### src/sv/dsn_divider.sv
`timescale 1ns / 1ps
// dsn_divider: radix-2 restoring divider, unsigned, one quotient bit per cycle.
// No dependencies.
module dsn_divider #(
    parameter int W = 64
) (
    input  logic         clk,
    input  logic         rst_n,
    input  logic         start,
    input  logic [W-1:0] num,
    input  logic [W-1:0] den,
    output logic         done,
    output logic [W-1:0] quo,
    output logic [W-1:0] rem
);
    localparam int CW = $clog2(W+1);
    logic [W-1:0] q_reg, q_next, r_reg, r_next, d_reg, d_next;
    logic [CW-1:0] cnt_reg, cnt_next;
    logic busy_reg, busy_next, done_reg, done_next;
    logic [W:0] trial;

    assign quo = q_reg;
    assign rem = r_reg;
    assign done = done_reg;
    assign trial = {r_reg, q_reg[W-1]} - {1'b0, d_reg};

    always_comb
    begin
        q_next = q_reg;
        r_next = r_reg;
        d_next = d_reg;
        cnt_next = cnt_reg;
        busy_next = busy_reg;
        done_next = 1'b0;
        if (start)
        begin
            q_next = num;
            r_next = '0;
            d_next = den;
            cnt_next = CW'(W);
            busy_next = 1'b1;
        end
        else if (busy_reg)
        begin
            if (!trial[W])
            begin
                r_next = trial[W-1:0];
                q_next = {q_reg[W-2:0], 1'b1};
            end
            else
            begin
                r_next = {r_reg[W-2:0], q_reg[W-1]};
                q_next = {q_reg[W-2:0], 1'b0};
            end
            cnt_next = cnt_reg - 1'b1;
            if (cnt_reg == CW'(1))
            begin
                busy_next = 1'b0;
                done_next = 1'b1;
            end
        end
    end

    always_ff @(posedge clk or negedge rst_n)
    begin
        if (!rst_n)
        begin
            busy_reg <= 1'b0;
            done_reg <= 1'b0;
            cnt_reg <= '0;
        end
        else
        begin
            busy_reg <= busy_next;
            done_reg <= done_next;
            cnt_reg <= cnt_next;
        end
    end

    always_ff @(posedge clk)
    begin
        q_reg <= q_next;
        r_reg <= r_next;
        d_reg <= d_next;
    end
endmodule

### config.mk
export PLATFORM = sky130hd
export DESIGN_NAME = dsn_divider
export DESIGN_NICKNAME = d
export VERILOG_FILES = /design/src/sv/dsn_divider.sv
export SDC_FILE = /design/constraint.sdc
export NUM_CORES = 1
export LEC_CHECK = 0
export BUFFER_PORTS_ARGS = -buffer_cell sky130_fd_sc_hd__buf_4
export CORE_MARGIN = 2
export CORE_UTILIZATION = 30
export CTS_BUF_LIST = sky130_fd_sc_hd__clkbuf_4 sky130_fd_sc_hd__clkbuf_8
export DETAILED_ROUTE_END_ITERATION = 16
export GPL_ROUTABILITY_DRIVEN = 0
export MAX_ROUTING_LAYER = met4
export PLACE_DENSITY = 0.51
export SLEW_MARGIN = 30
export SYNTH_ARGS = -nofsm -noshare
export SYNTH_HDL_FRONTEND = slang
export SYNTH_SLANG_ARGS = --single-unit
### constraint.sdc
create_clock -name clk -period 8.9 [get_ports clk]
set_clock_uncertainty 0.2 [all_clocks]
set_input_delay 1.78 -clock clk [delete_from_list [all_inputs] [get_ports clk]]
set_output_delay 1.78 -clock clk [all_outputs]
set_load 0.02 [all_outputs]
==> metrics.md, run 1 <==
| Metric | Value |
|---|---|
| DRT iter0 DRCs | between 500 and 600 |
| CP Max Fanout | 30 |
| H-tree depth | 2 |
| Global-route wire length before repair | a little under 60000 um |
| Synthesized area | between 10000 and 15000 sq um |
| Worst EP required | just over 9 ns |
| Cts repair resizes | 0 |
| Measured slew at the worst slew-check pin | 0.855 ns |
| Ys flop type | edfxtp_1 |
| DRT Pass-1 Iters | 5 |
| Post-synth EDFFs | 128 |
| # IOs | 260 |
| Vias per inst | approximately 5.0 |
| Detailed placer's ending HPWL | around 28000 um |
| Chip width | 204 um |
| Pwr dens | roughly 320 nW/um^2 |
| Synth area leaders | edfxtp_1 (32%), dfxtp_1 (11%), ha_1 (6.9%), mux2_2 (5.9%), nand2_1 (4.8%) |
| Clock root cell | clkbuf_8 |
| Flop and latch count out of synthesis | 201 |
| Die height | around 200 um |
| Final hold violation count | 0 |
| Vias | 10400 |
| FMAX | between 200 and 250 MHz |
| Synth Warn # | 0 |
| Critical path class | flip-flop to flip-flop |
| Register area | 5350 sq um |
| Yosys top cell area share | 31.9% |
| Syn Nets | between 1000 and 1500 |
| Core Area | between 30000 and 40000 sq um |
| Largest net degree at the start of global routing | between 80 and 90 |
| Antenna viol nets, final | 0 |
| Num CTS Buffers | 40 |
| Initial antenna violation count | 4 |
| Worst-Skew Late Latency | a little under 0.6 ns |
| Clock transition at path regs | roughly 0.05 ns |
| Synthesized area per cell | around 9.5 sq um |
| Setup TNS Final | 0 ns |
| Final Cycle Share | a little over half |
| Cts hold-fix bufs | 0 |
| Layout cell share with drive strength beyond 1 | a little over a quarter |
| Hold Crit Class | flip-flop to flip-flop |
| Footprint of the multi-input gates | between 6000 and 7000 sq um |
| Vias in the first global route | 10600 |
| Worst vdd ir | roughly 140 uV |
| P_leak | roughly 6.5 nW |
| Critical path arrival | ~5 ns |
| Post-synth top cells | nand2_1 (155), edfxtp_1 (128), nor2_1 (121), a21oi_1 (93), inv_1 (91) |
| Cell count after synthesis | roughly 1300 |
| Fillers | between 4000 and 5000 |
| Synthesis-to-finish area growth | 26.3% |
| CP Launch Type | flip-flop |
| Routed WL | about 37000 um |
| Unrepaired setup endpoints after global routing | false |
| Setup Buffers After CTS | 0 |
| Row cnt | 73 |
| Max_cap viols | 0 |
| IO Port Bufs | 259 |
| Starting density of the core | a little under a third |
| Outcome | completed |
| Routed len/inst | around 18 um |
| Total grt overflow | 0 |
| GRT Util Overall | a little under a fifth |
| Final slew viol count | 0 |
| Max Root-Sink Buffers | 3 |
| CTS tree | yes |
| Drc violations | 0 |
| Max-slew headroom | 43.0% |
| Nets | ~1700 |
| Clock Sinks | between 200 and 250 |
| Ys async rst share | 4.48% |
| Count leader, synth | nand2_1 |
| Full die area | 41800 sq um |
| Sequential-to-total area share from yosys stat | ~44% |
| Synth unique cells | 67 |
| CP Capture Type | flip-flop |
| Fin crit period | 4.74 ns |
| Pwr Total | approximately 0.0049 W |
| # setup viols final | 0 |
| Synth area leader | edfxtp_1 |
critical path: stages (launching register included):
cell	delay [ns]
edfxtp_1	0.36
inv_1	0.06
ha_1	0.22
fa_1	0.38
nand2b_1	0.21
a21oi_2	0.21
o2111ai_2	0.25
a2111oi_4	0.44
o21ai_4	0.14
a2111oi_4	0.38
or3_1	0.26
nand2_2	0.40
buf_4	0.43
or3_1	0.41
a311oi_1	0.29
cell families (layout without fill, tap and decap cells):
| group | after synthesis | after routing | share of synthesized area [%] |
|---|---|---|---|
| AND/OR/NAND/NOR | 395 | 395 | 14.5 |
| AO/OA/AOI/OAI | 320 | 320 | 18.2 |
| flip-flops | 201 | 201 | 44.4 |
| buffers and inverters | 160 | 431 | 5.45 |
| multiplexers | 69 | 69 | 6.39 |
| adder cells (fa/ha/maj) | 67 | 67 | 7.02 |
| XOR/XNOR | 56 | 56 | 4.07 |
| other | 0 | 4 | 0 |
metrics by stage:
| stage | std cells | util [%] | hold slack [ns] | setup WS (ns) | instance area (sq um) |
|---|---|---|---|---|---|
| 2_1_floorplan | 1268 | - | 0.274 | 5.09 | 12100 |
| 3_3_place_gp | 1990 | 36.2 | 0.296 | 4.24 | 14400 |
| 3_5_place_dp | 1990 | 36.2 | 0.293 | 4.16 | 14400 |
| 4_1_cts | 2064 | 38.3 | 0.314 | 4.11 | 15200 |
| 5_1_grt | 2068 | 38.3 | 0.345 | 3.82 | 15200 |
| 6_report | 2068 | 38.3 | 0.310 | 4.16 | 15200 |
power breakdown:
part | internal (W) | leakage (nW) | switching [W]
combinational | 0.000969 | 4.13 | 0.00150
sequential | 0.00122 | 1.93 | 0.000219
clock | 0.000540 | 0.441 | 0.000426
per-layer routing:
metal | global-route usage [%] | vias up | wire length, um | part of all wire [%]
met4 | 5.28 | 0 | 764 | 2.0
met5 | - | - | 0 | 0
met2 | 28.1 | 361 | 16700 | 45
met1 | 22.9 | 4917 | 16500 | 44
met3 | 6.27 | 59 | 3400 | 9.1
li1 | - | 5098 | - | -
layout make-up:
class / count / area share [%]
Inverter: 91 / 2.24
Clock inverter: 8 / 0.321
Sequential cell: 201 / 35.2
Multi-Input combinational cell: 907 / 39.7
Antenna cell: 4 / 0.0658
Timing Repair Buffer: 266 / 13.1
Tap cell: 525 / 4.32
Clock buffer: 66 / 4.98
final timing paths:
path                       cells after the start                     end  slack [ns]              startpoint
max                                           14     rem[5]$_SDFFE_PP0P_        4.16       quo[63]$_DFFE_PP_
min                                            2  cnt_reg[6]$_DFFE_PN0P_        0.31  cnt_reg[6]$_DFFE_PN0P_
max reg2reg                                   14     rem[5]$_SDFFE_PP0P_        4.16       quo[63]$_DFFE_PP_
min reg2reg                                    2  cnt_reg[6]$_DFFE_PN0P_        0.31  cnt_reg[6]$_DFFE_PN0P_
max in group asynchronous                      1  cnt_reg[4]$_DFFE_PN0P_        7.54                   rst_n
min in group asynchronous                      1  cnt_reg[3]$_DFFE_PN0P_        0.80                   rst_n
cells in the final DEF, fill, tap and decap left out, types with 13 or more instances in the layout:
master | Yosys | layout
inv_1 | 91 | 91
nand2_1 | 155 | 154
dfxtp_1 | 64 | 64
nand4_1 | 21 | 21
o21ai_0 | 57 | 57
clkbuf_4 | 0 | 24
a21o_1 | 17 | 17
xor2_1 | 23 | 23
a311oi_1 | 47 | 47
buf_4 | 6 | 265
edfxtp_1 | 128 | 128
ha_1 | 66 | 66
mux2_2 | 63 | 63
clkbuf_8 | 0 | 42
nor2_1 | 121 | 121
nand2b_1 | 13 | 13
nand3_1 | 19 | 19
o21bai_1 | 15 | 15
a21oi_1 | 93 | 93
xnor2_1 | 33 | 33
nor3_1 | 21 | 21
Power figures use the tool's default switching activity.
==> inputs of run 2 (changes only) <==
--- a/config.mk
+++ b/config.mk
@@ -12,7 +12,7 @@
 export DETAILED_ROUTE_END_ITERATION = 16
 export GPL_ROUTABILITY_DRIVEN = 0
 export MAX_ROUTING_LAYER = met4
-export PLACE_DENSITY = 0.51
+export PLACE_DENSITY = 0.53
 export SLEW_MARGIN = 30
 export SYNTH_ARGS = -nofsm -noshare
 export SYNTH_HDL_FRONTEND = slang
==> constraint.sdc (replaced) <==
create_clock -name clk -period 4.04 [get_ports clk]
set_clock_uncertainty 0.2 [all_clocks]
set_input_delay 0.808 -clock clk [delete_from_list [all_inputs] [get_ports clk]]
set_output_delay 0.808 -clock clk [all_outputs]
set_load 0.02 [all_outputs]
==> run 2 against run 1 <==
- critical path depth did not move
- global-route usage rose by 0.25 points
- cell count rose by 1.5%
- power rose by 130%
- worst hold slack got worse by 0.15 ns
- combinational power rose by 140%
- first-iteration DRC count fell by 12%
- flip-flop and latch count did not move
==> metrics.md, run 2 (same netlist as run 1, synthesis figures left out) <==
| Metric | Value |
|---|---|
| Final hold slack | 0.164 ns (-0.146 ns) |
| GRT met2 Usage | 28.8% (+0.71 points) |
| Detailed placer's ending HPWL | 28100 um (+0.90%) |
| Worst EP required | 4.35 ns (-4.83 ns) |
| Critical Path Slowest Stage Cell | a2111oi_4 |
| Hold Crit Start | den[5] |
| Routed WL | 38400 um (+2.8%) |
| CP Capture Type | flip-flop |
| Starting density of the core | 30.3% (unchanged) |
| Clock root cell | clkbuf_8 |
| Global-route wire length before repair | 59200 um (+1.3%) |
| R2r endpoint | rem[44]$_SDFFE_PP0P_ |
| Design area | 15600 sq um (+2.8%) |
| # IOs | 260 (unchanged) |
| Reg2reg start | quo[63]$_DFFE_PP_ |
| Post-route setup slack | 0.165 ns (-3.99 ns) |
| Die height | 204 um (unchanged) |
| Vias | 10600 (+1.4%) |
| Commonest cells after routing, fill and taps aside | buf_4 (283), nand2_1 (155), edfxtp_1 (128) |
| Measured slew at the worst slew-check pin | 0.842 ns (-0.0130 ns) |
| Vias in the first global route | 10700 (+1.3%) |
| Buffers & Inverters on Critical Path | 2 (unchanged) |
| Max-slew headroom | 43.9% (+0.87 points) |
| Most used routing layer | met2 |
| Full die area | 41800 sq um (unchanged) |
| IO Port Bufs | 259 (unchanged) |
| Max Root-Sink Buffers | 3 (unchanged) |
| Pwr dens | 724 nW/um^2 (+130%) |
| Total grt overflow | 0 (unchanged) |
| Largest stage delay on the critical path | 0.49 ns (+0.05 ns) |
| Worst vdd ir | 281 uV (+100%) |
| Vias per inst | 5.04 (-0.16%) |
| Hold Crit Class | input pin to flip-flop |
| Setup TNS Final | 0 ns (unchanged) |
| Largest net degree at the start of global routing | 137 (+69%) |
| Core Area | 39700 sq um (unchanged) |
| Row cnt | 73 (unchanged) |
| Num CTS Buffers | 42 (+5.0%) |
| R2R cell count | 14 (unchanged) |
| GR Util met3 | 6.03% (-0.24 points) |
| Chip width | 204 um (unchanged) |
| Nets | 1738 (+1.9%) |
| Hold endpoint | d_reg[5]$_DFFE_PP_ |
| Max_cap viols | 0 (unchanged) |
| Fin crit period | 3.88 ns (-0.869 ns) |
| Initial antenna violation count | 2 (-2) |
| Synthesis-to-finish area growth | 29.8% |
| FMAX | 258 MHz (+22%) |
| Clock transition at path regs | 0.06 ns (about the same) |
| Outcome | completed |
| Final slew viol count | 0 (unchanged) |
| DRT iter0 DRCs | 515 (-12%) |
| GRT Util Overall | 18.6% (+0.25 points) |
| Critical-path cell list | inv_1, ha_1, fa_1, nand2b_4, a21oi_4, o2111ai_4, a2111oi_4, o21ai_4, a2111oi_4, or3_4, and2_4, clkbuf_16, o21ai_0, a311oi_1 |
| Worst slack at placement | 0.0529 ns (-4.11 ns) |
| Commonest non-fill, non-tap cell in the layout | buf_4 |
| H-tree depth | 2 (unchanged) |
| Final hold violation count | 0 (unchanged) |
| Worst-Skew Late Latency | 0.62 ns (+0.03 ns) |
| Setup slack, reg-to-reg | 0.16 ns (-3.99 ns) |
| Critical path arrival | 4.18 ns (-0.85 ns) |
| Cell mode on critical path | a2111oi_4 |
| Clock Sinks | 201 (unchanged) |
| CP Launch Type | flip-flop |
| Routed len/inst | 18.3 um (+1.3%) |
| Hold path cells | 1 (-1) |
| Drc violations | 0 (unchanged) |
| Top cell family by delay on the critical path | compound AO/OA/AOI/OAI gates |
| # setup viols final | 0 (unchanged) |
| Critical path class | flip-flop to flip-flop |
| DRT Pass-1 Iters | 5 (unchanged) |
| Met1 Track Usage GR | 23.1% (+0.26 points) |
| Final Cycle Share | 95.9% (+43 points) |
| DP Area | 14600 sq um (+1.3%) |
| P_leak | 6.71 nW (+3.1%) |
| Layout cell share with drive strength beyond 1 | 28.5% (+1.6 points) |
| CP Max Fanout | 11 (-63%) |
| CTS tree | yes |
| Antenna viol nets, final | 0 (unchanged) |
-- run 2: changes by cell type in the layout (fill, tap and decap cells not counted), sizes merged, moves of 2 or more --
| cell | change |
|---|---|
| clkinvlp | +2 |
| clkbuf | -4 |
| diode | -2 |
| buf | +26 |
| clkinv | +8 |
-- run 2: layout make-up --
class                           count  area (sq um)
Antenna cell                        2          5.00
Tap cell                          525           657
Multi-Input combinational cell    908          6090
Clock buffer                       59           718
Timing Repair Buffer              296          2340
Fill cell                        4014         24100
Sequential cell                   201          5350
Clock inverter                     18           131
Inverter                           91           342
-- run 2: worst max-delay path by stage --
stage	slack, ns	end	cells after the start	start
finish	0.16	rem[44]$_SDFFE_PP0P_	14	quo[63]$_DFFE_PP_
CTS	-0.008	rem[5]$_SDFFE_PP0P_	13	quo[63]$_DFFE_PP_
global placement	0.11	rem[19]$_SDFFE_PP0P_	14	quo[63]$_DFFE_PP_
detailed placement	0.05	rem[19]$_SDFFE_PP0P_	14	quo[63]$_DFFE_PP_
global route	-0.02	rem[23]$_SDFFE_PP0P_	14	quo[63]$_DFFE_PP_
floorplan	0.23	rem[25]$_SDFFE_PP0P_	16	quo[63]$_DFFE_PP_
-- run 2: repair_timing --
item	in CTS	in global routing
hold buffers	1	0
gates cloned	0	4
setup endpoints to repair	1	65
setup buffers	0	6
pin swaps	0	8
hold endpoints to repair	9	0
gates resized for setup	1	15
-- run 2: per-layer routing --
metal | up-vias | share of wire, % | routed length (um)
met3 | 60 | 7.8 | 3000
met1 | 4995 | 45 | 17100
met4 | 0 | 2.2 | 843
met5 | - | 0 | 0
li1 | 5173 | - | -
met2 | 352 | 45 | 17500
-- run 2: metrics by stage --
stage / power, W / util, % / cells
CTS: 0.0112 / 38.9 / 2088
finish: 0.0113 / 39.4 / 2100
floorplan: 0.00693 / - / 1268
global placement: 0.00881 / 36.7 / 2010
global route: 0.0122 / 39.4 / 2100
detailed placement: 0.00883 / 36.7 / 2010
-- run 2: report_power, final --
| part | switching [W] | total, W | leakage, nW | internal, W |
|---|---|---|---|---|
| clock | 0.00101 | 0.00224 | 0.452 | 0.00122 |
| combinational | 0.00345 | 0.00591 | 4.32 | 0.00246 |
| sequential | 0.000492 | 0.00318 | 1.93 | 0.00269 |
| total | 0.00495 | 0.0113 | 6.71 | 0.00638 |
==> inputs of run 3 (changes only) <==
==> constraint.sdc (replaced) <==
create_clock -name clk -period 4.04 [get_ports clk]
set_clock_uncertainty 0.2 [all_clocks]
set_input_delay 0.404 -clock clk [delete_from_list [all_inputs] [get_ports clk]]
set_output_delay 0.404 -clock clk [all_outputs]
set_load 0.02 [all_outputs]
==> run 3 against run 2 <==
- worst setup slack improved by 0.041 ns
- cell count is 5.9% higher
- first-iteration DRC count increased by 17%
- via count grew 4.2%
- worst hold slack improved by 0.15 ns
- maximum frequency grew 1.1%
- final area increased by 7.8%
- non-clock buffer count is 129 higher
- critical path type unchanged
- critical endpoint is now rem[5]$_SDFFE_PP0P_
- largest cell class unchanged
- largest power group unchanged
==> metrics.md, run 3 (same netlist as run 1, synthesis figures left out) <==
| Metric | Value |
|---|---|
| Largest stage delay on the critical path | 0.45 ns (-0.04 ns) |
| Crit path launch | quo[63]$_DFFE_PP_ |
| Hold Crit Class | input pin to flip-flop |
| Full die area | 41800 sq um (unchanged) |
| Register area | 5350 sq um (unchanged) |
| Global-route wire length before repair | 60900 um (+3.0%) |
| CP Max Fanout | 6 (-5) |
| Core Area | 39700 sq um (unchanged) |
| Num CTS Buffers | 40 (-4.8%) |
| Max-slew headroom | 43.9% (about the same) |
| Design area | 16900 sq um (+7.8%) |
| Cell mode on critical path | a2111oi_4 |
| Unrepaired setup endpoints after global routing | false |
| Starting density of the core | 30.3% (unchanged) |
| Worst-Skew Late Latency | 0.61 ns (about the same) |
| Synthesis-to-finish area growth | 40.0% |
| Measured slew at the worst slew-check pin | 0.842 ns (-0.0000532 ns) |
| Setup TNS Final | 0 ns (unchanged) |
| Hold Crit Start | den[7] |
| P_sw | 0.00489 W (-1.1%) |
| Max Root-Sink Buffers | 3 (unchanged) |
| Clock network power share | 19.8% (about the same) |
| Row cnt | 73 (unchanged) |
| Vias per inst | 4.96 (-1.5%) |
| Detailed placer's ending HPWL | 28000 um (-0.42%) |
| DRT iter0 DRCs | 601 (+17%) |
| CP Launch Type | flip-flop |
| Worst EP required | 4.36 ns (about the same) |
| Pwr Total | 0.0113 W (-0.36%) |
| IO Port Bufs | 259 (unchanged) |
| Total grt overflow | 0 (unchanged) |
| CP Capture Type | flip-flop |
| Final hold slack | 0.312 ns (+0.147 ns) |
| Clock transition at path regs | 0.06 ns (about the same) |
| Routed len/inst | 17.5 um (-4.4%) |
| Vias in the first global route | 11300 (+5.6%) |
| Chip width | 204 um (unchanged) |
| Fin crit period | 3.83 ns (-0.0410 ns) |
| DP Area | 14600 sq um (+0.14%) |
| Worst vdd ir | 250 uV (-11%) |
| P_leak | 7.22 nW (+7.6%) |
| Switch share | 43.4% (-0.34 points) |
| Final hold violation count | 0 (unchanged) |
| Layout cell share with drive strength beyond 1 | 26.1% (-2.4 points) |
| Final core occ | 42.5% (+3.1 points) |
| Internal | 0.00639 W (+0.23%) |
| GRT Util Overall | 19.0% (+0.37 points) |
| FMAX | 261 MHz (+1.1%) |
| Outcome | completed |
| Routed WL | 38900 um (+1.1%) |
| Drc violations | 0 (unchanged) |
| Critical Path Slowest Stage Cell | a2111oi_4 |
| Initial antenna violation count | 2 (unchanged) |
| Nets | 1864 (+7.2%) |
| Critical path arrival | 4.16 ns (-0.02 ns) |
| Die height | 204 um (unchanged) |
| Seq pwr share | 28.2% (about the same) |
| Top cell family by delay on the critical path | compound AO/OA/AOI/OAI gates |
| Final Cycle Share | 94.9% (-1.0 points) |
| H-tree depth | 2 (unchanged) |
| # IOs | 260 (unchanged) |
| Clock Sinks | 201 (unchanged) |
| Pwr dens | 669 nW/um^2 (-7.6%) |
| Max_cap viols | 0 (unchanged) |
| Clock root cell | clkbuf_8 |
| Fillers | 3931 (-2.1%) |
| Footprint of the multi-input gates | 6090 sq um (about the same) |
| Buffers & Inverters on Critical Path | 2 (unchanged) |
| CTS tree | yes |
| # setup viols final | 0 (unchanged) |
| Vias | 11000 (+4.2%) |
| DRT Pass-1 Iters | 5 (unchanged) |
| Largest net degree at the start of global routing | 112 (-18%) |
| Commonest cells after routing, fill and taps aside | buf_4 (287), nand2_1 (154), dlygate4sd3_1 (131) |
| Combinational Power Share | 52.0% (about the same) |
| Final slew viol count | 0 (unchanged) |
| Critical-path cell list | inv_1, ha_1, fa_2, nand2b_4, a21oi_4, o2111ai_4, a2111oi_4, o21ai_4, a2111oi_4, or3_4, nand2_4, buf_4, or3_1, a311oi_1 |
| Critical path class | flip-flop to flip-flop |
| Commonest non-fill, non-tap cell in the layout | buf_4 |
| Reg2reg start | quo[63]$_DFFE_PP_ |
| Antenna viol nets, final | 0 (unchanged) |
## run 3: changes by cell type in the layout (fill, tap and decap cells not counted), moves of 2 or more
cell / change
dlygate4sd3_1: +130
buf_6: -2
clkinv_2: -5
buf_4: +4
clkbuf_16: -3
clkbuf_8: +2
## run 3: power by group through the flow
stage / Combinational, W / Sequential, W / Clock, W
2_1_floorplan: 0.00340 / 0.00353 / 0
3_3_place_gp: 0.00562 / 0.00321 / 0
3_5_place_dp: 0.00564 / 0.00321 / 0
4_1_cts: 0.00580 / 0.00318 / 0.00232
5_1_grt: 0.00646 / 0.00326 / 0.00241
6_report: 0.00587 / 0.00318 / 0.00223
## run 3: worst register-to-register path, cell delays in order, from the launching register on
cell	delay, ns
edfxtp_1	0.36
inv_1	0.05
ha_1	0.23
fa_2	0.35
nand2b_4	0.17
a21oi_4	0.18
o2111ai_4	0.19
a2111oi_4	0.45
o21ai_4	0.13
a2111oi_4	0.35
or3_4	0.21
nand2_4	0.09
buf_4	0.20
or3_1	0.36
a311oi_1	0.24
## run 3: worst paths after layout
check / to / slack (ns) / cells after the start
min: d_reg[7]$_DFFE_PP_ / 0.31 / 2
min reg2reg: rem[3]$_SDFFE_PP0P_ / 0.32 / 2
max in group asynchronous: busy_reg$_DFF_PN0_ / 2.65 / 3
min in group asynchronous: done$_DFF_PN0_ / 0.63 / 3
max: rem[5]$_SDFFE_PP0P_ / 0.21 / 14
max reg2reg: rem[5]$_SDFFE_PP0P_ / 0.21 / 14
## run 3: final cells by class
| cell class | instances | share of cell area, % |
|---|---|---|
| multi-input cells | 907 | 36.1 |
| clock buffers | 60 | 4.38 |
| flip-flops and latches | 201 | 31.7 |
| diodes | 2 | 0.0297 |
| repair buffers | 425 | 21.2 |
| well taps | 525 | 3.89 |
| inverters | 91 | 2.02 |
| clock inverters | 12 | 0.616 |
## run 3: repair_timing
action                                  CTS  global route
pin swaps                                 2             7
gates resized for setup                   5             7
hold buffers                            131             0
endpoints found under the setup margin    5            65
endpoints found under the hold margin   138             0
buffers inserted                          0             7
## run 3: through the flow
stage | instances | worst slack [ns]
2_1_floorplan | 1268 | 0.226
3_3_place_gp | 2011 | 0.131
3_5_place_dp | 2011 | 0.0355
4_1_cts | 2214 | -0.000877
5_1_grt | 2223 | 0.0244
6_report | 2223 | 0.206
## run 3: layer usage
metal | vias up | routed length [um] | GRT usage (%)
li1 | 5419 | - | -
met1 | 5185 | 17600 | 23.8
met2 | 360 | 17900 | 30.4
met3 | 65 | 2570 | 4.42
met4 | 0 | 906 | 5.69
met5 | - | 0 | -
